[src/hw/rtl/b2da_pkg.sv]
`timescale 1ns / 1ps
// ----------------------------------------------------------------------------
// b2da_pkg
// Shared widths, types and constants for the binary to decimal ASCII unit.
// ----------------------------------------------------------------------------
package b2da_pkg;

  localparam int VALUE_BITS      = 32;
  // Decimal digits of 2^VALUE_BITS - 1: floor(VALUE_BITS * log10(2)) + 1.
  localparam int DIGITS          = ((VALUE_BITS * 1233) >> 12) + 1;
  localparam int DIGIT_IDX_BITS  = $clog2(DIGITS);
  localparam int BCD_BITS        = DIGITS * 4;
  localparam int STEPS_PER_STAGE = 8;
  localparam int NUM_STAGES      = (VALUE_BITS + STEPS_PER_STAGE - 1) / STEPS_PER_STAGE;
  localparam int PAD_BITS        = NUM_STAGES * STEPS_PER_STAGE;
  localparam int ASCII_BITS      = 6;

  localparam logic [ASCII_BITS-1:0] ASCII_ZERO = ASCII_BITS'(48);

  typedef logic [DIGITS-1:0][3:0]    bcd_t;
  typedef logic [DIGIT_IDX_BITS-1:0] digit_idx_t;

  // Double-dabble working set: BCD accumulator and the binary bits not yet shifted in.
  typedef struct packed {
    bcd_t                bcd;
    logic [PAD_BITS-1:0] bin;
  } dd_t;

endpackage

[src/hw/rtl/binary_to_decimal_ascii_unit.sv]
`timescale 1ns / 1ps
// ----------------------------------------------------------------------------
// binary_to_decimal_ascii_unit
// Converts an unsigned binary number to its decimal digits in ASCII, most
// significant first, no leading zeros, last digit flagged.
// ----------------------------------------------------------------------------
//
//   channel  | handshake                  | payload
//   ---------+----------------------------+-------------------------
//   input    | value_valid / value_stall  | value
//   output   | digit_valid / digit_stall  | ascii_digit, is_last
//
// A number with n decimal digits (1 to 10 at 32 bits) occupies the output
// serializer until all n digits have transferred; that serializer sets the
// sustained rate. Conversion is a double-dabble pipeline, 8 shift steps per
// stage, followed by a leading-digit stage and then the output serializer
// register, which drives the digits. Reset clears the valid bits only.
// Stalls propagate back stage by stage; a stage with no item always loads.
//
module binary_to_decimal_ascii_unit
  import b2da_pkg::*;
(
  input  logic                  clk,
  input  logic                  rst,
  input  logic                  value_valid,
  output logic                  value_stall,
  input  logic [VALUE_BITS-1:0] value,
  output logic                  digit_valid,
  input  logic                  digit_stall,
  output logic [ASCII_BITS-1:0] ascii_digit,
  output logic                  is_last
);

  function automatic dd_t dd_steps(dd_t d);
    dd_t             r;
    logic [3:0]      dig;
    logic [BCD_BITS:0] sh;
    r = d;
    for (int s = 0; s < STEPS_PER_STAGE; s++) begin
      for (int i = 0; i < DIGITS; i++) begin
        dig = r.bcd[i];
        if (dig >= 4'd5) begin
          r.bcd[i] = dig + 4'd3;
        end
      end
      sh    = {r.bcd, r.bin[PAD_BITS-1]};
      r.bcd = sh[BCD_BITS-1:0];
      r.bin = {r.bin[PAD_BITS-2:0], 1'b0};
    end
    return r;
  endfunction

  function automatic digit_idx_t lead_index(bcd_t b);
    digit_idx_t idx;
    idx = '0;
    for (int i = 0; i < DIGITS; i++) begin
      if (b[i] != 4'd0) begin
        idx = DIGIT_IDX_BITS'(i);
      end
    end
    return idx;
  endfunction

  // Conversion pipeline
  dd_t                   st     [NUM_STAGES];
  logic [NUM_STAGES-1:0] st_v;
  logic [NUM_STAGES:0]   load;
  dd_t                   st_in  [NUM_STAGES];

  // Leading-digit stage
  logic       lead_v;
  bcd_t       lead_bcd;
  digit_idx_t lead_idx;

  // Output serializer
  logic       ser_v;
  bcd_t       ser_bcd;
  digit_idx_t pos;
  logic       ser_load;
  logic       out_xfer;

  assign out_xfer = ser_v && !digit_stall;
  assign ser_load = !ser_v || (out_xfer && pos == '0);

  always_comb begin
    load[NUM_STAGES] = !lead_v || ser_load;
    for (int i = NUM_STAGES - 1; i >= 0; i--) begin
      load[i] = !st_v[i] || load[i+1];
    end
  end

  assign value_stall = !load[0];

  always_comb begin
    st_in[0] = dd_steps('{bcd: '0, bin: PAD_BITS'(value)});
    for (int i = 1; i < NUM_STAGES; i++) begin
      st_in[i] = dd_steps(st[i-1]);
    end
  end

  always_ff @(posedge clk) begin
    if (rst) begin
      st_v <= '0;
    end else begin
      if (load[0]) begin
        st_v[0] <= value_valid;
      end
      for (int i = 1; i < NUM_STAGES; i++) begin
        if (load[i]) begin
          st_v[i] <= st_v[i-1];
        end
      end
    end
  end

  always_ff @(posedge clk) begin
    for (int i = 0; i < NUM_STAGES; i++) begin
      if (load[i]) begin
        st[i] <= st_in[i];
      end
    end
  end

  always_ff @(posedge clk) begin
    if (rst) begin
      lead_v <= 1'b0;
    end else if (load[NUM_STAGES]) begin
      lead_v <= st_v[NUM_STAGES-1];
    end
  end

  always_ff @(posedge clk) begin
    if (load[NUM_STAGES]) begin
      lead_bcd <= st[NUM_STAGES-1].bcd;
      lead_idx <= lead_index(st[NUM_STAGES-1].bcd);
    end
  end

  // Serializer walks from the leading digit down to digit 0.
  always_ff @(posedge clk) begin
    if (rst) begin
      ser_v <= 1'b0;
    end else if (ser_load) begin
      ser_v <= lead_v;
    end
  end

  always_ff @(posedge clk) begin
    if (ser_load) begin
      ser_bcd <= lead_bcd;
      pos     <= lead_idx;
    end else if (out_xfer) begin
      pos <= pos - 1'b1;
    end
  end

  assign digit_valid = ser_v;
  assign ascii_digit = ASCII_ZERO + ASCII_BITS'(ser_bcd[pos]);
  assign is_last     = (pos == '0);

`ifndef SYNTHESIS
  a_lead_nonzero: assert property (@(posedge clk) disable iff (rst)
    lead_v && lead_idx != '0 |-> lead_bcd[lead_idx] != 4'd0)
    else $error("leading digit is zero");

  a_digit_range: assert property (@(posedge clk) disable iff (rst)
    digit_valid |-> ascii_digit >= ASCII_ZERO && ascii_digit <= ASCII_ZERO + 6'd9)
    else $error("output digit out of range");

  a_pos_range: assert property (@(posedge clk) disable iff (rst)
    ser_v |-> 32'(pos) < DIGITS)
    else $error("digit position out of range");

  a_step_down: assert property (@(posedge clk) disable iff (rst)
    out_xfer && !is_last |=> digit_valid && pos == $past(pos) - 1'b1)
    else $error("serializer skipped a digit");
`endif

endmodule

[config.mk]
export PLATFORM = sky130hd
export DESIGN_NAME = binary_to_decimal_ascii_unit
export DESIGN_NICKNAME = d
export VERILOG_FILES = /design/src/hw/rtl/b2da_pkg.sv /design/src/hw/rtl/binary_to_decimal_ascii_unit.sv
export SDC_FILE = /design/constraint.sdc
export NUM_CORES = 1
export LEC_CHECK = 0
export BUFFER_PORTS_ARGS = -buffer_cell sky130_fd_sc_hd__buf_2
export CAP_MARGIN = 20
export CELL_PAD_IN_SITES_DETAIL_PLACEMENT = 1
export CELL_PAD_IN_SITES_GLOBAL_PLACEMENT = 1
export CORE_ASPECT_RATIO = 0.7
export CORE_MARGIN = 10
export CORE_UTILIZATION = 40
export DETAILED_ROUTE_END_ITERATION = 16
export MAX_ROUTING_LAYER = met4
export PLACE_DENSITY_LB_ADDON = 0.3
export SETUP_SLACK_MARGIN = 0.3
export SLEW_MARGIN = 20
export SYNTH_ARGS = -nofsm -noshare
export SYNTH_HDL_FRONTEND = slang
export SYNTH_SLANG_ARGS = --single-unit
[constraint.sdc]
create_clock -name clk -period 10.55 [get_ports clk]
set_input_delay 2.6375 -clock clk [delete_from_list [all_inputs] [get_ports clk]]
set_output_delay 2.6375 -clock clk [all_outputs]
set_load 0.03 [all_outputs]
=== Word level (Yosys, flattened, before mapping) ===
Memories as Yosys holds them, arrays and structs flattened.
Cells that the tools add are included.

* Input port bits: 36
* Logic and storage cells: 822
* Memories: 1
* Memory bits (writable): 256
* Output and inout port bits: 9
* Flip-flop bits (word level): 94

* Mux-type cells: 267
* Reductions and logical operators: 28
* Add/subtract/negate cells: 249
* Magnitude comparators: 248

{| class="wikitable"
|+ Memory list
! memory !! depth !! width !! rd ports !! clocked after memory_dff !! write ports !! line !! text
|-
| st || 4 || 64 || 4 || 0 || 4 || binary_to_decimal_ascii_unit.sv:65 || <nowiki>dd_t st [NUM_STAGES];</nowiki>
|}

{| class="wikitable"
|+ Operators by type and width
! cell !! count
|-
| 4-bit by 3-bit >= comparator with 1-bit output (second input constant) || 245
|-
| 4-bit 2-to-1 mux || 232
|-
| 4-bit by 2-bit adder with 4-bit output (second input constant) || 221
|-
| 3-bit by 2-bit adder with 3-bit output (second input constant) || 24
|-
| 3-bit 2-to-1 mux || 24
|-
| 4-bit nonzero test || 9
|-
| 4-bit binary-select mux with 4-bit select || 1
|-
| 1-bit 2-to-1 mux || 10
|-
| 3-bit by 2-bit adder with 4-bit output (second input constant) || 2
|-
| 1-bit zero test || 8
|-
| 5-bit by 5-bit adder with 6-bit output (first input constant) || 1
|-
| 3-bit >= comparator (second input constant) || 2
|-
| 1-bit logical OR || 6
|-
| 4-bit by 5-bit less-than comparator with 1-bit output (second input constant) || 1
|-
| 4-bit zero test || 1
|-
| 4-bit by 1-bit subtractor with 4-bit output (second input constant) || 1
|-
| 1-bit logical AND || 2
|-
| 2-bit nonzero test || 1
|-
| 2-bit OR reduction || 1
|}

=== Depth between registers and ports, before layout ===
Gate-level depths: netlist (run 1).
An unclocked memory read counts as a cell.

* Word-level depth: 17
* Depth in mapped cells: 36
* Gate-level depth less buffers: 36

=== Worst setup path before layout (run 1) ===
Ideal clock, no wire load.

* Path kind: input-to-output
* Start point: in digit_stall
* End point: out value_stall
* Required time: 7,913 ps
* Arrival time: 5,881 ps
* Slack: 2,032 ps
* Stages on the path: 5
* Buffers on the path: 0
* Path through: o21a_1 -> nand3_1 -> nor2_1 -> nand3_1 -> inv_1

* Word-level cells in the longest chain between the ends: 10

{| class="wikitable"
|+ RTL lines
! item !! line !! text
|-
| from (decl) || binary_to_decimal_ascii_unit.sv:29 || <nowiki>input logic digit_stall,</nowiki>
|-
| 1-bit zero test || binary_to_decimal_ascii_unit.sv:82 || <nowiki>assign out_xfer = ser_v && !digit_stall;</nowiki>
|-
| 1-bit logical AND || binary_to_decimal_ascii_unit.sv:82 ||
|-
| 1-bit logical AND || binary_to_decimal_ascii_unit.sv:83 || <nowiki>assign ser_load = !ser_v || (out_xfer && pos == '0);</nowiki>
|-
| 1-bit logical OR || binary_to_decimal_ascii_unit.sv:83 ||
|-
| 1-bit logical OR || binary_to_decimal_ascii_unit.sv:86 || <nowiki>load[NUM_STAGES] = !lead_v || ser_load;</nowiki>
|-
| 1-bit logical OR || binary_to_decimal_ascii_unit.sv:88 || <nowiki>load[i] = !st_v[i] || load[i+1];</nowiki>
|-
| net load[3] || binary_to_decimal_ascii_unit.sv:67 || <nowiki>logic [NUM_STAGES:0] load;</nowiki>
|-
| 1-bit logical OR (3 in series) || binary_to_decimal_ascii_unit.sv:88 ||
|-
| 1-bit zero test || binary_to_decimal_ascii_unit.sv:92 || <nowiki>assign value_stall = !load[0];</nowiki>
|-
| to (decl) || binary_to_decimal_ascii_unit.sv:26 || <nowiki>output logic value_stall,</nowiki>
|}

The timed path passes the listed nets, and every way through them passes these cells.

==> results by group, run 1 <==
GRT
  • First-pass GRT wire length: 122,000 um
  • GRT met1 Usage: about a quarter
  • GR met3 Demand/Resource: under 10%
  • M2 GR Usage: between 20% and 30%
  • Initial antenna violation count: 0
  • GR Overflow Total: 0
  • Vias in the first global route: about 25,000
  • Global-route usage over all layers: 17.8%
  • GR peak layer: met2
  • Largest net degree at the start of global routing: slightly below 50

Floorplanning
  • Core box area: 0.0682 mm2
  • Die width: ~330 um
  • Ports: 45
  • FP Rows: 80
  • Starting Density: a little over 40%
  • Die ar.: 0.0798 mm2
  • Die Ht: 239 um

Worst setup path
  • Most used cell, CP: ha_1
  • Worst Path Required: around 11 ns
  • Startpoint Class: flip-flop
  • Buffers & Inverters on Critical Path: 3
  • Worst Setup End Kind: flip-flop
  • Slowest-stage cell, CP: edfxtp_1
  • WS Path Type: reg -> reg
  • Maximum net fanout on the critical path: 17
  • Worst Path Arrival: 8.33 ns
  • Slowest cell delay on critical path: 0.67 ns
  • Crit path max-delay family: compound AO/OA/AOI/OAI gates

Synth
  • Compound-Gate Fraction of Synth Area: 29.4%
  • Register area share after synthesis: 26.4%
  • Largest family of logic cells by synthesized area: compound AO/OA/AOI/OAI gates
  • Post-synth ARST share: 0%
  • Mux cell area share after synthesis: under 10%
  • Synth top area cells: edfxtp_1 (26%), ha_1 (6.4%), nor2_1 (4.1%)
  • Mean Syn Cell Area: 8.43 um2
  • Adder-cell share of the synthesized area: 6.75%
  • Post-synth top area share: 26.0%
  • Most used flip-flop cell after synthesis: edfxtp_1
  • Synth Instances: 3,261
  • Dominant cell type by area after synthesis: edfxtp_1
  • Yosys warns: 0
  • Distinct cell type count after synthesis: 140
  • Synthesized flop and latch total: 244
  • Mapped Area: 0.0275 mm2
  • Number of synthesized flops with an enable pin: 238
  • XOR/XNOR Fraction of Synth Area: 4.28%
  • Synth Area in Simple Gates: 19.8%

STA
  • Final period utilization: 75.9%
  • Final Hold Viols: 0
  • Worst Skew: between 0.02 and 0.03 ns
  • Rel. slew slack: 26.1%
  • Post-layout min period: 8.01 ns
  • Total negative setup slack: 0 ns
  • FMAX: roughly 120 MHz
  • Worst slew pin tran: 1.10 ns
  • RSZ-0062 raised after global routing: false
  • Final WS setup: ~2.5 ns
  • Fin. max-slew vios: 0
  • Final setup vio count: 0

Detailed routing
  • Antenna Nets Post-Route: 0
  • Initial DRC count: 1,333
  • Number of vias per cell: approximately 5.9
  • Drt total wl: 71,700 um
  • DR pass1 iterations: 5
  • Via count of the routed design: 24,900
  • Routed length per instance: 17.1 um
  • DRC errors left: 0

Placement
  • DP HPWL: between 50,000 and 60,000 um
  • Post-place setup slack: 2.61 ns
  • Gpl congestion: 0.880
  • PortBufs: 42
  • Placed insts: 4,129

CTS
  • Post-CTS Hold Fix Bufs: 0
  • Clock sinks: 244
  • Post-CTS Resized: 0
  • TritonCTS buffer count: 29
  • Reg clk slew, reported paths: around 0.06 ns
  • Clk_lat worst skew: 0.62 ns
  • Post-CTS Setup Inserts: 0
  • H-tree levels: 1
  • Clk buf depth: 3
  • CTS tree: done
  • Root Driver: clkbuf_16

Layout
  • Finished Core Util: 43.4%
  • Final Non-Filler Cells: 4,184
  • Fin nets: between 3,000 and 4,000
  • # diodes: 0
  • Share of layout cells above drive strength 1: 12.0%
  • Fillers: 8,117
  • Layout area overhead: 7.68%

Job
  • Max-cap viol count: 0

Run status
  • Status: finished, final reports clean

Hold path
  • Min-delay worst type: reg -> reg
metal layers:
metal	vias up	routed length (um)
met5	-	0
met4	0	1270
met3	69	1390
met2	246	33100
met1	12200	35900
li1	12300	-
cells in the final DEF (no fill, tap or decap), drive strengths merged, types with 32 or more instances in the layout:
| cell type | instances |
|---|---|
| a21oi | 216 |
| nand3 | 61 |
| inv | 225 |
| o211ai | 63 |
| xnor2 | 89 |
| nor2 | 304 |
| clkbuf | 32 |
| buf | 54 |
| nor3 | 88 |
| a211oi | 66 |
| mux2 | 78 |
| a21o | 32 |
| o22ai | 48 |
| nor2b | 46 |
| nand2b | 68 |
| and2 | 57 |
| nand2 | 276 |
| a31oi | 52 |
| or2 | 46 |
| edfxtp | 238 |
| o21a | 36 |
| ha | 141 |
| o21ai | 261 |
| mux2i | 122 |
flip-flops by register name (all words and copies together), names as in the netlist:
signal and count:
digit_valid 1, lead_bcd 40, lead_idx 4, lead_v 1
pos 4, ser_bcd 40, st 150, st_v 4
cell usage after synthesis, types with 20 or more instances:
cell type and number:
nor2b_1 46, o22ai_1 44, a31oi_1 48, clkbuf_1 60, nand2_1 276, or2_2 31, nor3_1 85, nor2_1 298
a21boi_0 25, o21a_1 36, a211o_1 25, o21ai_1 67, o211ai_1 59, mux2_2 71, nand2b_1 67, o21bai_1 28
and2_1 54, o21ai_0 189, xnor2_1 76, a21o_1 32, nand3_1 61, or3_1 23, inv_1 202, a21oi_1 204
ha_1 141, xor2_1 24, a211oi_1 53, mux2i_1 107, and3_1 28, edfxtp_1 238, inv_2 20
metrics by stage:
stage                     hold WS (ns)  cell area, um2
after CTS                        0.420           29600
after global placement           0.401           28600
after detailed placement         0.406           28600
after global routing             0.419           29600
final                            0.414           29600
after floorplan                  0.400           27500
worst paths after layout:
| kind | from | to | slack, ns | depth (start not counted) |
|---|---|---|---|---|
| setup / recovery | st[2][24] | st[3][32] | 2.54 | 33 |
| hold / removal | lead_bcd[11] | ser_bcd[11] | 0.41 | 0 |
| setup reg to reg | st[2][24] | st[3][32] | 2.54 | 33 |
| hold reg to reg | lead_bcd[11] | ser_bcd[11] | 0.41 | 0 |
final cells by class:
| cell class | instances | area [um2] | area share, % |
|---|---|---|---|
| Clock buffer | 31 | 733 | 2.48 |
| Clock inverter | 23 | 284 | 0.959 |
| Inverter | 224 | 841 | 2.84 |
| Multi-Input combinational cell | 2705 | 19100 | 64.3 |
| Sequential cell | 244 | 7270 | 24.5 |
| Tap cell | 902 | 1130 | 3.81 |
| Timing Repair Buffer | 55 | 305 | 1.03 |
kinds of logic (layout without fill, tap and decap cells):
kind of cell | after synthesis | in the layout
compound gates | 1132 | 1132
simple gates | 1096 | 1096
buf+inv | 313 | 333
flops | 244 | 244
mux | 209 | 209
fa+ha+maj | 150 | 150
xor+xnor | 116 | 116
other cells | 1 | 2
Power of run 1 is left out: the tool's default activity adds up to more than one toggle a clock period on the data nets, which glitch-free logic cannot reach.
==> run 2, diff against run 1 <==
==> constraint.sdc (replaced) <==
create_clock -name clk -period 6.7 [get_ports clk]
set_input_delay 1.675 -clock clk [delete_from_list [all_inputs] [get_ports clk]]
set_output_delay 1.675 -clock clk [all_outputs]
set_load 0.03 [all_outputs]
==> run 2 against run 1 <==
Effect of this change:
- the flow now finishes with violations (setup timing)
- largest cell class unchanged
- first-iteration DRC count grew 18%
- register-to-register slack lost 2.6 ns
- non-clock buffer count rose by 391
- worst setup slack worse by 2.6 ns
- global-route usage increased by 1.3 points
- die area is the same
- sequential share of layout area decreased by 4.2 points
- worst hold slack improved by 0.0020 ns
- maximum frequency up 19%
==> results by group, run 2 (same netlist as run 1, synthesis figures left out) <==
Run status
  • Status: finished, violations left
  • Failing checks: setup timing

STA
  • Post-layout min period: slightly below 7 ns
  • Final Hold Viols: 0
  • Rel. slew slack: about 35%
  • Final WS setup: -0.0531 ns
  • WHS: 0.416 ns
  • Total negative setup slack: -0.0531 ns
  • Worst slew pin tran: 0.969 ns
  • RSZ-0062 raised after global routing: true
  • Worst Skew: approximately 0.042 ns
  • Final setup vio count: 1
  • Fin. max-slew vios: 0
  • Final period utilization: 101%
  • FMAX: roughly 150 MHz

Layout
  • Top reg by flops: st
  • # diodes: 0
  • Fin nets: around 3,800
  • Max reg flops: 150
  • Commonest non-fill, non-tap cell in the layout: buf_4
  • Biggest regs: st (150), lead_bcd (40), ser_bcd (40)
  • Layout area overhead: 30.0%
  • Commonest non-fill, non-tap cells in the layout: buf_4 (392), nor2_1 (260), nand2_1 (260), edfxtp_1 (238), inv_1 (166)
  • Share of layout cells above drive strength 1: 35.0%
  • Fillers: 7,825

GRT
  • Largest net degree at the start of global routing: 49
  • First-pass GRT wire length: 131,000 um
  • GR Overflow Total: 0
  • Vias in the first global route: ~27,000
  • Initial antenna violation count: 0
  • Global-route usage over all layers: 19.2%

Worst setup path
  • Worst Path Arrival: ~7.2 ns
  • Startpoint Class: flip-flop
  • Slowest cell delay on critical path: 0.43 ns
  • Worst Path Required: 7.11 ns
  • Maximum net fanout on the critical path: 4
  • Worst Setup End Kind: flip-flop
  • Slowest-stage cell, CP: edfxtp_1
  • Most used cell, CP: buf_4
  • WS Path Type: reg -> reg

CTS
  • Reg clk slew, reported paths: 0.07 ns
  • Post-CTS Hold Fix Bufs: 0
  • H-tree levels: 1
  • Clk buf depth: 3
  • Root Driver: clkbuf_16
  • Clk_lat worst skew: 0.63 ns
  • Clock sinks: 244
  • TritonCTS buffer count: 29
  • CTS tree: done

Detailed routing
  • Initial DRC count: 1,569
  • Number of vias per cell: 5.96
  • DRC errors left: 0
  • Routed length per instance: 19.1 um
  • Via count of the routed design: 27,300
  • Antenna Nets Post-Route: 0
  • Drt total wl: 87,600 um
  • DR pass1 iterations: 5

Hold path
  • Min-delay worst type: reg -> reg

Floorplanning
  • Die Ht: 239 um
  • Starting Density: 40.3%
  • Ports: 45
  • Die ar.: 0.0798 mm2
  • Die width: 333 um
  • Core box area: 0.0682 mm2
  • FP Rows: 80

Placement
  • DP HPWL: 57,400 um
  • PortBufs: 42
  • Gpl congestion: 0.878
  • Post-place setup slack: -0.380 ns

Job
  • Max-cap viol count: 0
## run 2: cell count changes in the layout (fill, tap and decap cells not counted), sizes merged
cell      change
buf         +392
bufinv        -3
clkinvlp      +1
inv           +1
## run 2: metal layers
layer	vias up	GRT usage [%]	part of all wire, %
met5	-	-	0
met4	0	3.26	1.8
met3	125	1.85	2.6
met2	408	32.4	50
met1	13600	25.1	46
li1	13100	-	-
## run 2: through the flow
step | std cells | util, % | cell area, um2
after global placement | 4254 | 43.5 | 29600
after global routing | 4575 | 52.4 | 35700
final | 4575 | 52.4 | 35700
after detailed placement | 4254 | 43.5 | 29600
after floorplan | 3262 | - | 27600
after CTS | 4399 | 47.3 | 32200
## run 2: worst paths after layout
check | start | depth (start not counted) | slack (ns) | end
min | st[0][4] | 0 | 0.42 | st[1][12]
min reg2reg | st[0][4] | 0 | 0.42 | st[1][12]
max reg2reg | st[2][48] | 37 | -0.05 | st[3][62]
max | st[2][48] | 37 | -0.05 | st[3][62]
## run 2: cell type report
cell class / count / area [um2] / share of cell area, %
well taps: 902 / 1130 / 3.16
clock buffers: 32 / 747 / 2.09
inverters: 224 / 857 / 2.40
repair buffers: 446 / 3310 / 9.25
flip-flops and latches: 244 / 7270 / 20.3
multi-input cells: 2705 / 22200 / 62.1
clock inverters: 22 / 239 / 0.669
## run 2: worst max-delay path, delay by kind of cell (launching register included)
family	cells	cell delay, ns
simple gates	10	1.56
mux	2	0.64
xor+xnor	2	0.39
flops	1	0.43
compound gates	8	1.62
fa+ha+maj	4	0.64
buf+inv	11	1.27
## run 2: timing repair
item / 4_1_cts / 5_1_grt
resized for setup: 185 / 483
setup buffers: 91 / 176
pin swaps: 67 / 220
endpoints found under the setup margin: 75 / 78
Power of run 2 is left out for the same reason.
